**src/design/rlph_pkg.sv**
```systemverilog
// shared types, codes and reset constants for the radio link pairing and hop controller
`timescale 1ns / 1ps

package rlph_pkg;

  // field widths
  localparam int ID_W       = 24;
  localparam int SET_W      = 32;
  localparam int CH_W       = 8;
  localparam int TICK_W     = 16;
  localparam int CFG_IDX_W  = 2;
  localparam int CFG_DATA_W = 32;

  // default number of hop channels
  localparam int HOP_CHANNELS_DEF = 4;

  // register reset values
  localparam logic [SET_W-1:0]  DEFAULT_CHANNELS_RST = 32'd1178482222;
  localparam logic [ID_W-1:0]   KNOWN_ID_RST         = 24'd335967;
  localparam logic [SET_W-1:0]  KNOWN_CHANNELS_RST   = 32'd1296383285;
  localparam logic [TICK_W-1:0] TIMEOUT_TICKS_RST    = 16'd1000;

  // input command codes
  localparam logic CMD_PACKET = 1'b0;
  localparam logic CMD_TICK   = 1'b1;

  // configuration register indexes
  typedef enum logic [CFG_IDX_W-1:0] {
    CFG_DEFAULT_CHANNELS = 2'd0,
    CFG_KNOWN_ID         = 2'd1,
    CFG_KNOWN_CHANNELS   = 2'd2,
    CFG_TIMEOUT_TICKS    = 2'd3
  } cfg_reg_t;

  // link state
  typedef enum logic [1:0] {
    LINK_REINIT = 2'd0,
    LINK_PAIR   = 2'd1,
    LINK_BIND   = 2'd2
  } link_mode_t;

  // configuration bundle from the register file to the step logic
  typedef struct packed {
    logic [SET_W-1:0]  default_channels;
    logic [ID_W-1:0]   known_id;
    logic [SET_W-1:0]  known_channels;
    logic [TICK_W-1:0] timeout_ticks;
  } cfg_t;

  // one result item
  typedef struct packed {
    logic            hop;
    logic [CH_W-1:0] channel;
    logic            disconnected;
    logic [1:0]      link_state;
  } result_t;

endpackage

```
**src/design/rlph_in_if.sv**
```systemverilog
// input channel interface: packet or tick items
`timescale 1ns / 1ps

interface rlph_in_if;
  logic                      valid;
  logic                      ready;
  logic                      command;
  logic                      pair_flag;
  logic [rlph_pkg::ID_W-1:0] transmitter_id;

  modport source (output valid, output command, output pair_flag, output transmitter_id,
                  input ready);
  modport sink   (input valid, input command, input pair_flag, input transmitter_id,
                  output ready);
endinterface

```
**src/design/rlph_out_if.sv**
```systemverilog
// result channel interface: hop orders and link status
`timescale 1ns / 1ps

interface rlph_out_if;
  logic                      valid;
  logic                      ready;
  logic                      hop;
  logic [rlph_pkg::CH_W-1:0] channel;
  logic                      disconnected;
  logic [1:0]                link_state;

  modport source (output valid, output hop, output channel, output disconnected,
                  output link_state, input ready);
  modport sink   (input valid, input hop, input channel, input disconnected,
                  input link_state, output ready);
endinterface

```
**src/design/rlph_cfg_if.sv**
```systemverilog
// configuration write channel interface
`timescale 1ns / 1ps

interface rlph_cfg_if;
  logic                            valid;
  logic                            ready;
  logic [rlph_pkg::CFG_IDX_W-1:0]  index;
  logic [rlph_pkg::CFG_DATA_W-1:0] data;

  modport source (output valid, output index, output data, input ready);
  modport sink   (input valid, input index, input data, output ready);
endinterface

```
**src/design/rlph_cfg_regs.sv**
```systemverilog
// configuration register file
`timescale 1ns / 1ps

module rlph_cfg_regs (
  input  logic            clk,
  input  logic            rst_n,
  rlph_cfg_if.sink        cfg_ch,
  output rlph_pkg::cfg_t  cfg
);

  rlph_pkg::cfg_t cfg_r;

  // always able to take a write
  assign cfg_ch.ready = 1'b1;

  // register writes
  always_ff @(posedge clk) begin
    if (!rst_n) begin
      cfg_r.default_channels <= rlph_pkg::DEFAULT_CHANNELS_RST;
      cfg_r.known_id         <= rlph_pkg::KNOWN_ID_RST;
      cfg_r.known_channels   <= rlph_pkg::KNOWN_CHANNELS_RST;
      cfg_r.timeout_ticks    <= rlph_pkg::TIMEOUT_TICKS_RST;
    end else if (cfg_ch.valid) begin
      unique case (cfg_ch.index)
        rlph_pkg::CFG_DEFAULT_CHANNELS: begin
          cfg_r.default_channels <= cfg_ch.data[rlph_pkg::SET_W-1:0];
        end
        rlph_pkg::CFG_KNOWN_ID: begin
          cfg_r.known_id <= cfg_ch.data[rlph_pkg::ID_W-1:0];
        end
        rlph_pkg::CFG_KNOWN_CHANNELS: begin
          cfg_r.known_channels <= cfg_ch.data[rlph_pkg::SET_W-1:0];
        end
        rlph_pkg::CFG_TIMEOUT_TICKS: begin
          cfg_r.timeout_ticks <= cfg_ch.data[rlph_pkg::TICK_W-1:0];
        end
        default: begin
        end
      endcase
    end
  end

  assign cfg = cfg_r;

endmodule

```
**src/design/rlph_step.sv**
```systemverilog
// link state machine, hop counter and tick counter for one item per cycle while step_en is high
`timescale 1ns / 1ps

module rlph_step #(
  parameter int HOP_CHANNELS = rlph_pkg::HOP_CHANNELS_DEF
) (
  input  logic                      clk,
  input  logic                      rst_n,
  input  logic                      step_en,
  input  logic                      command,
  input  logic                      pair_flag,
  input  logic [rlph_pkg::ID_W-1:0] transmitter_id,
  input  rlph_pkg::cfg_t            cfg,
  output rlph_pkg::result_t         res
);

  localparam int PERIOD = 2 * HOP_CHANNELS;
  localparam int POS_W  = $clog2(PERIOD);

  rlph_pkg::link_mode_t          mode_r, mode_nxt;
  logic [POS_W-1:0]              hop_pos_r, hop_pos_nxt;
  logic                          known_r, known_nxt;
  logic [rlph_pkg::TICK_W-1:0]   ticks_r, ticks_nxt;

  logic [POS_W:0]                hop_inc;
  logic [rlph_pkg::TICK_W:0]     tick_inc;
  logic                          is_packet;
  logic                          timeout;
  logic [POS_W-1:0]              half_pos;
  logic [1:0]                    slot;
  logic [rlph_pkg::SET_W-1:0]    chan_set;

  assign is_packet = (command == rlph_pkg::CMD_PACKET);
  assign hop_inc   = {1'b0, hop_pos_r} + 1'b1;
  assign tick_inc  = {1'b0, ticks_r} + 1'b1;
  assign timeout   = !is_packet && (mode_r == rlph_pkg::LINK_BIND) &&
                     (tick_inc > {1'b0, cfg.timeout_ticks});

  // next state of the link and its counters
  always_comb begin
    mode_nxt    = mode_r;
    known_nxt   = known_r;
    hop_pos_nxt = hop_pos_r;
    ticks_nxt   = ticks_r;
    if (is_packet) begin
      ticks_nxt = '0;
      if (hop_inc == (POS_W+1)'(PERIOD)) begin
        hop_pos_nxt = '0;
      end else begin
        hop_pos_nxt = hop_inc[POS_W-1:0];
      end
      unique case (mode_r)
        rlph_pkg::LINK_PAIR: begin
          if (pair_flag) begin
            if (transmitter_id == cfg.known_id) begin
              known_nxt = 1'b1;
              mode_nxt  = rlph_pkg::LINK_BIND;
            end else begin
              known_nxt = 1'b0;
            end
          end
        end
        rlph_pkg::LINK_BIND: begin
        end
        default: begin
          // reinit (or an unused code): restart pairing on the defaults
          known_nxt   = 1'b0;
          mode_nxt    = rlph_pkg::LINK_PAIR;
          hop_pos_nxt = '0;
        end
      endcase
    end else if (timeout) begin
      mode_nxt    = rlph_pkg::LINK_PAIR;
      known_nxt   = 1'b0;
      hop_pos_nxt = '0;
      ticks_nxt   = '0;
    end else begin
      ticks_nxt = tick_inc[rlph_pkg::TICK_W] ? '1 : tick_inc[rlph_pkg::TICK_W-1:0];
    end
  end

  // result for this item
  always_comb begin
    half_pos = hop_pos_nxt >> 1;
    slot     = 2'(half_pos);
    chan_set = known_nxt ? cfg.known_channels : cfg.default_channels;
    res.hop  = is_packet ? !hop_pos_nxt[0] : timeout;
    if (res.hop) begin
      res.channel = chan_set[{slot, 3'b000} +: rlph_pkg::CH_W];
    end else begin
      res.channel = '0;
    end
    res.disconnected = timeout;
    res.link_state   = mode_nxt;
  end

  // state registers
  always_ff @(posedge clk) begin
    if (!rst_n) begin
      mode_r    <= rlph_pkg::LINK_REINIT;
      known_r   <= 1'b0;
      hop_pos_r <= '0;
      ticks_r   <= '0;
    end else if (step_en) begin
      mode_r    <= mode_nxt;
      known_r   <= known_nxt;
      hop_pos_r <= hop_pos_nxt;
      ticks_r   <= ticks_nxt;
    end
  end

  // the known channel set is only in use while bound
  a_known_only_bound: assert property (@(posedge clk) disable iff (!rst_n)
    known_r |-> (mode_r == rlph_pkg::LINK_BIND))
    else $error("known channel set active outside bind");

  // hop counter stays inside its period
  a_hop_in_range: assert property (@(posedge clk) disable iff (!rst_n)
    {1'b0, hop_pos_r} < (POS_W+1)'(PERIOD))
    else $error("hop position out of range");

  // a disconnect can only come from a bound link and always retunes
  a_disc_from_bind: assert property (@(posedge clk) disable iff (!rst_n)
    (step_en && res.disconnected) |-> (mode_r == rlph_pkg::LINK_BIND && res.hop))
    else $error("disconnect outside bind or without hop");

  // a packet transfer clears the tick count
  a_packet_clears_ticks: assert property (@(posedge clk) disable iff (!rst_n)
    (step_en && is_packet) |=> (ticks_r == '0))
    else $error("tick count not cleared by packet");

endmodule

```
**src/design/radio_link_pair_and_hop_fsm.sv**
```systemverilog
// Top level of the radio link pairing and frequency hopping controller.
//
// in_ch takes one item per transfer: a received packet (command packet, with
// pair_flag and transmitter_id) or one elapsed time tick. out_ch returns
// exactly one result per input item, in order: hop order, channel, disconnect
// flag and the link state after the item.
// cfg_ch writes one of the four registers (default channels, known id, known
// channels, timeout ticks) per transfer; it is always ready. The user must write
// it only while no item is in flight; the block itself does not enforce it.
// The state update and the result are computed in the cycle of the input
// transfer and the result sits in the output register from the next cycle on.
// Throughput is one item per cycle, set by the single output register:
// in_ch.ready is high whenever that register is empty or is being drained in
// the same cycle.
// When the receiver stalls, the result holds in the output register and
// in_ch.ready drops until it is taken; no state advances meanwhile.
// Reset puts the link in reinit on the default channels with all counters at
// zero and the registers at their reset values; there is no clearing pass.
`timescale 1ns / 1ps

module radio_link_pair_and_hop_fsm #(
  parameter int HOP_CHANNELS = rlph_pkg::HOP_CHANNELS_DEF
) (
  input  logic        clk,
  input  logic        rst_n,
  rlph_in_if.sink     in_ch,
  rlph_out_if.source  out_ch,
  rlph_cfg_if.sink    cfg_ch
);

  rlph_pkg::cfg_t    cfg;
  rlph_pkg::result_t res;
  rlph_pkg::result_t res_r;
  logic              out_valid_r;
  logic              in_xfer;

  // configuration registers
  rlph_cfg_regs u_cfg (
    .clk    (clk),
    .rst_n  (rst_n),
    .cfg_ch (cfg_ch),
    .cfg    (cfg)
  );

  // input transfer when the output register is free or draining
  assign in_ch.ready = !out_valid_r || out_ch.ready;
  assign in_xfer     = in_ch.valid && in_ch.ready;

  // link step logic
  rlph_step #(
    .HOP_CHANNELS (HOP_CHANNELS)
  ) u_step (
    .clk            (clk),
    .rst_n          (rst_n),
    .step_en        (in_xfer),
    .command        (in_ch.command),
    .pair_flag      (in_ch.pair_flag),
    .transmitter_id (in_ch.transmitter_id),
    .cfg            (cfg),
    .res            (res)
  );

  // output valid
  always_ff @(posedge clk) begin
    if (!rst_n) begin
      out_valid_r <= 1'b0;
    end else if (in_xfer) begin
      out_valid_r <= 1'b1;
    end else if (out_ch.ready) begin
      out_valid_r <= 1'b0;
    end
  end

  // output payload
  always_ff @(posedge clk) begin
    if (in_xfer) begin
      res_r <= res;
    end
  end

  assign out_ch.valid        = out_valid_r;
  assign out_ch.hop          = res_r.hop;
  assign out_ch.channel      = res_r.channel;
  assign out_ch.disconnected = res_r.disconnected;
  assign out_ch.link_state   = res_r.link_state;

endmodule

```
**src/flat_wrapper.sv**
```systemverilog
// flat-port wrapper written by rule: the top's interface ports become plain ports
module radio_link_pair_and_hop_fsm_flat 
#(
  parameter int HOP_CHANNELS = rlph_pkg::HOP_CHANNELS_DEF
)
  (clk, rst_n, in_ch_valid, in_ch_command, in_ch_pair_flag, in_ch_transmitter_id, in_ch_ready, out_ch_valid, out_ch_hop, out_ch_channel, out_ch_disconnected, out_ch_link_state, out_ch_ready, cfg_ch_valid, cfg_ch_index, cfg_ch_data, cfg_ch_ready);
  rlph_in_if in_ch_i ();
  rlph_out_if out_ch_i ();
  rlph_cfg_if cfg_ch_i ();
  input  logic clk;
  input  logic rst_n;
  input wire logic [$bits(in_ch_i.valid)-1:0] in_ch_valid;
  input wire logic [$bits(in_ch_i.command)-1:0] in_ch_command;
  input wire logic [$bits(in_ch_i.pair_flag)-1:0] in_ch_pair_flag;
  input wire logic [$bits(in_ch_i.transmitter_id)-1:0] in_ch_transmitter_id;
  output wire logic [$bits(in_ch_i.ready)-1:0] in_ch_ready;
  output wire logic [$bits(out_ch_i.valid)-1:0] out_ch_valid;
  output wire logic [$bits(out_ch_i.hop)-1:0] out_ch_hop;
  output wire logic [$bits(out_ch_i.channel)-1:0] out_ch_channel;
  output wire logic [$bits(out_ch_i.disconnected)-1:0] out_ch_disconnected;
  output wire logic [$bits(out_ch_i.link_state)-1:0] out_ch_link_state;
  input wire logic [$bits(out_ch_i.ready)-1:0] out_ch_ready;
  input wire logic [$bits(cfg_ch_i.valid)-1:0] cfg_ch_valid;
  input wire logic [$bits(cfg_ch_i.index)-1:0] cfg_ch_index;
  input wire logic [$bits(cfg_ch_i.data)-1:0] cfg_ch_data;
  output wire logic [$bits(cfg_ch_i.ready)-1:0] cfg_ch_ready;
  assign in_ch_i.valid = in_ch_valid;
  assign in_ch_i.command = in_ch_command;
  assign in_ch_i.pair_flag = in_ch_pair_flag;
  assign in_ch_i.transmitter_id = in_ch_transmitter_id;
  assign in_ch_ready = in_ch_i.ready;
  assign out_ch_valid = out_ch_i.valid;
  assign out_ch_hop = out_ch_i.hop;
  assign out_ch_channel = out_ch_i.channel;
  assign out_ch_disconnected = out_ch_i.disconnected;
  assign out_ch_link_state = out_ch_i.link_state;
  assign out_ch_i.ready = out_ch_ready;
  assign cfg_ch_i.valid = cfg_ch_valid;
  assign cfg_ch_i.index = cfg_ch_index;
  assign cfg_ch_i.data = cfg_ch_data;
  assign cfg_ch_ready = cfg_ch_i.ready;
  radio_link_pair_and_hop_fsm #(.HOP_CHANNELS(HOP_CHANNELS)) u_core (.clk(clk), .rst_n(rst_n), .in_ch(in_ch_i), .out_ch(out_ch_i), .cfg_ch(cfg_ch_i));
endmodule
```
**config.mk**
```make
export PLATFORM = sky130hd
export DESIGN_NAME = radio_link_pair_and_hop_fsm_flat
export DESIGN_NICKNAME = d
export VERILOG_FILES = /design/src/design/rlph_pkg.sv /design/src/design/rlph_in_if.sv /design/src/design/rlph_out_if.sv /design/src/design/rlph_cfg_if.sv /design/src/design/rlph_cfg_regs.sv /design/src/design/rlph_step.sv /design/src/design/radio_link_pair_and_hop_fsm.sv /design/src/flat_wrapper.sv
export SDC_FILE = /design/constraint.sdc
export NUM_CORES = 1
export LEC_CHECK = 0
export ABC_CLOCK_PERIOD_IN_PS = 4500
export BUFFER_PORTS_ARGS = -buffer_cell sky130_fd_sc_hd__buf_2
export CORE_MARGIN = 4
export CORE_UTILIZATION = 40
export CTS_CLUSTER_SIZE = 12
export DETAILED_ROUTE_END_ITERATION = 7
export GPL_TIMING_DRIVEN = 0
export SLEW_MARGIN = 25
export SYNTH_ARGS = -nofsm -noshare
export SYNTH_HDL_FRONTEND = slang
export SYNTH_SLANG_ARGS = --single-unit
```
**constraint.sdc**
```tcl
create_clock -name clk -period 4.5 [get_ports clk]
set_clock_uncertainty 0.05 [all_clocks]
set_input_delay 0.45 -clock clk [delete_from_list [all_inputs] [get_ports clk]]
set_output_delay 0.45 -clock clk [all_outputs]
set_load 0.02 [all_outputs]
```
==> flow_metrics.py <==
metrics = {
    "setup_path": {
        "critPathCaptureType": "flop",
        "required_ns": 4.56,
        "cp_slowest_cell": "dfxtp_1",
        "crit_fanout": 8,
        "max_stage_delay_ns": 0.46,
        "path_delay_family": "simple AND/OR/NAND/NOR gates",
        "cp_data_arrival_time_ns": 4.37,
        "startpoint_type": "flop",
        "worst-path-buf-inv": 2,
        "crit_type": "reg -> reg",
        "crit_chain": "and4_1, and2_1, clkbuf_1, nand3_1, nor3_1, xor2_1, ha_1, a21oi_1, o211a_1, o22ai_4, buf_4, a21oi_4, mux2i_1, nand4_1",
    },
    "sta": {
        "fin_crit_ns": 4.316,
        "finalMaxSlewViolations": 0,
        "hold_viol": 0,
        "fin_hold_ws_ns": 0.1983,
        "setup_tns_ns": 0,
        "setup_violations": 0,
        "fin_crit_sh_pct": 95.90,
        "max_freq_mhz": 231.7,
        "tightest_slew_ns": 1.007,
        "rsz0062_at_grt": "true",
        "slew_headroom_pct": 32.27,
    },
    "synthesis": {
        "ys_warn_count": 0,
        "syn-num-nets": 966,
        "avgSynthCellArea_sq_um": 8.148,
        "synth_enable_flop_cells": 12,
        "ys_ff_latch": 139,
        "async_reset_ff_share_pct": 0,
        "netlist_area_sq_um": 7178,
        "yosysSeqAreaShare_pct": 40.44,
        "ys.flop_type": "dfxtp_1",
        "synthCells": 881,
        "ys_types": 60,
    },
    "layout": {
        "layout_commonest_cell": "nand2_1",
        "nFillCells": 1782,
        "diodes": 0,
        "syn2layout_area_growth_pct": 18.13,
        "final_nets": 1065,
        "layout_common_cells": "nand2_1 (250), dfxtp_1 (127), buf_2 (80), a21boi_0 (66), clkbuf_1 (54)",
        "final_util_pct": 48.69,
        "drive_gt1_share_pct": 13.60,
    },
    "floorplanning": {
        "start_util_pct": 41.21,
        "fp-row-count": 48,
        "dieWidth_microns": 142.0,
        "die_y_microns": 142.0,
        "dieArea_sq_um": 20150,
        "ioPinCount": 80,
        "core_area_sq_um": 17420,
    },
    "global_routing": {
        "grt.total_usage_pct": 22.86,
        "grt_max_degree": 22,
        "overflow": 0,
        "grt_pass1_vias": 6348,
        "grt_pass1_wl_microns": 35670,
        "grt_antenna_before_repair": 0,
    },
    "cts": {
        "path_clk_slew_ns": 0.06,
        "cts-htree-levels": 4,
        "clock-sinks": 139,
        "cts_made_buffers": 17,
        "cts_max_path_buffers": 2,
        "cts_tree": "built",
        "cts_hold_buf": 0,
        "ctsRootBufferMaster": "clkbuf_16",
        "insertion_delay_ns": 0.43,
    },
    "detailed_routing": {
        "route.detailed.drc": 0,
        "drt_iter0_markers": 544,
        "routed_wirelength_microns": 22550,
        "wl_per_cell_microns": 18.52,
        "vias_per_cell": 5.412,
        "dr_total_vias": 6592,
        "ant_nets": 0,
        "dr.pass1.iters": 7,
    },
    "power": {
        "power_per_cell_area_nw_per_um2": 363.7,
        "power_uw": 3084,
        "power_leakage_uw": 0.003302,
        "peakVddDrop_v": 0.0002687,
    },
    "placed_design": {
        "routabilityCongestion": 0.9033,
        "port_buffers": 76,
        "dp_hpwl_microns": 16550,
    },
    "run": {
        "cap_violations": 0,
    },
    "status": {
        "outcome": "finished clean",
    },
    "min_path": {
        "worstHoldPathType": "in -> reg",
    },
}
==> worst paths after layout <==
| kind | startpoint | to | slack (ns) | cells after the start |
|---|---|---|---|---|
| min | cfg_ch_data[25] | u_core.u_cfg.cfg[97] | 0.20 | 3 |
| max reg2reg | u_core.u_step.ticks_r[3] | u_core.out_ch.channel[5] | 0.18 | 14 |
| min reg2reg | u_core.u_cfg.cfg[1] | u_core.u_cfg.cfg[1] | 0.41 | 2 |
| max | u_core.u_step.ticks_r[3] | u_core.out_ch.channel[5] | 0.18 | 14 |
==> state kept, by name (all words and copies together) (netlist names) <==
| name | flops |
|---|---|
| u_core.u_cfg.cfg | 104 |
| u_core.u_step.ticks_r | 16 |
| u_core.out_ch.channel | 8 |
| u_core.u_step.hop_pos_r | 3 |
| u_core.out_ch.link_state | 2 |
| u_core.u_step.mode_r | 2 |
| u_core.out_ch.disconnected | 1 |
| u_core.out_ch.hop | 1 |
| u_core.out_ch.valid | 1 |
| u_core.u_step.known_r | 1 |
==> area by class of cell <==
type	instances	area [sq um]	area share [%]
multi-input combinational	650	3914	46.16
sequential	139	2903	34.23
clock buffer	21	461.7	5.445
timing repair buffer	80	410.4	4.840
tap	225	281.5	3.320
buffer	61	250.2	2.951
clock inverter	11	142.6	1.682
inverter	31	116.4	1.372
==> report_power, final <==
group | internal, uW | switching, uW
Clock | 902 | 551
Sequential | 1300 | 26.4
Combinational | 109 | 197
==> layer usage <==
layer,part of all wire (%),track usage [%],vias up
met2,44,35.02,235
met5,0,0,-
met4,2.4,7.424,0
met3,6.9,4.637,36
met1,46,32.41,3048
li1,-,-,3273
==> cell families after synthesis <==
logic type                 Yosys count  synth area share (%)
xor gates and xnor gates            39                 4.759
adders and majority gates           20                 3.486
other                                1               0.05224
muxes                                8                 1.116
DFF                                139                 40.44
and+or+nand+nor                    393                 24.73
AOI/OAI and AO/OA                  189                 20.32
buffers and inverters               92                 5.090
==> tightest hold or removal path, stage by stage <==
cell     delay (ns)
buf_2          0.09
nand2_1        0.04
nand3_1        0.06
==> Yosys cell counts, types with 9 or more instances <==
master / number / area, sq um
nand2_1: 250 / 938.4
dfxtp_1: 127 / 2542
a21boi_0: 66 / 495.5
clkbuf_1: 52 / 195.2
nand3_1: 50 / 250.2
xnor2_1: 32 / 280.3
inv_1: 31 / 116.4
o211ai_1: 28 / 210.2
ha_1: 20 / 250.2
nor3b_1: 19 / 142.6
nand4_1: 18 / 112.6
a211oi_1: 17 / 127.6
a21oi_1: 16 / 80.08
a31oi_1: 12 / 75.07
edfxtp_1: 12 / 360.4
nor2_1: 12 / 45.04
nor3_1: 11 / 55.05
and3_1: 9 / 56.30
==> per-stage QoR <==
stage,cell area (sq um),worst slack (ns),cells
final,8479,0.1844,1218
after detailed placement,7840,0.3417,1182
after CTS,8444,0.2941,1214
after global routing,8479,-0.02397,1218
after global placement,7840,0.3378,1182
after floorplan,7178,1.102,881
==> what timing repair did <==
item | CTS | global route
setup endpoints to repair | 0 | 7
buffers inserted | 0 | 4
gates resized for setup | 0 | 1
(Power assumes the default switching activity.)
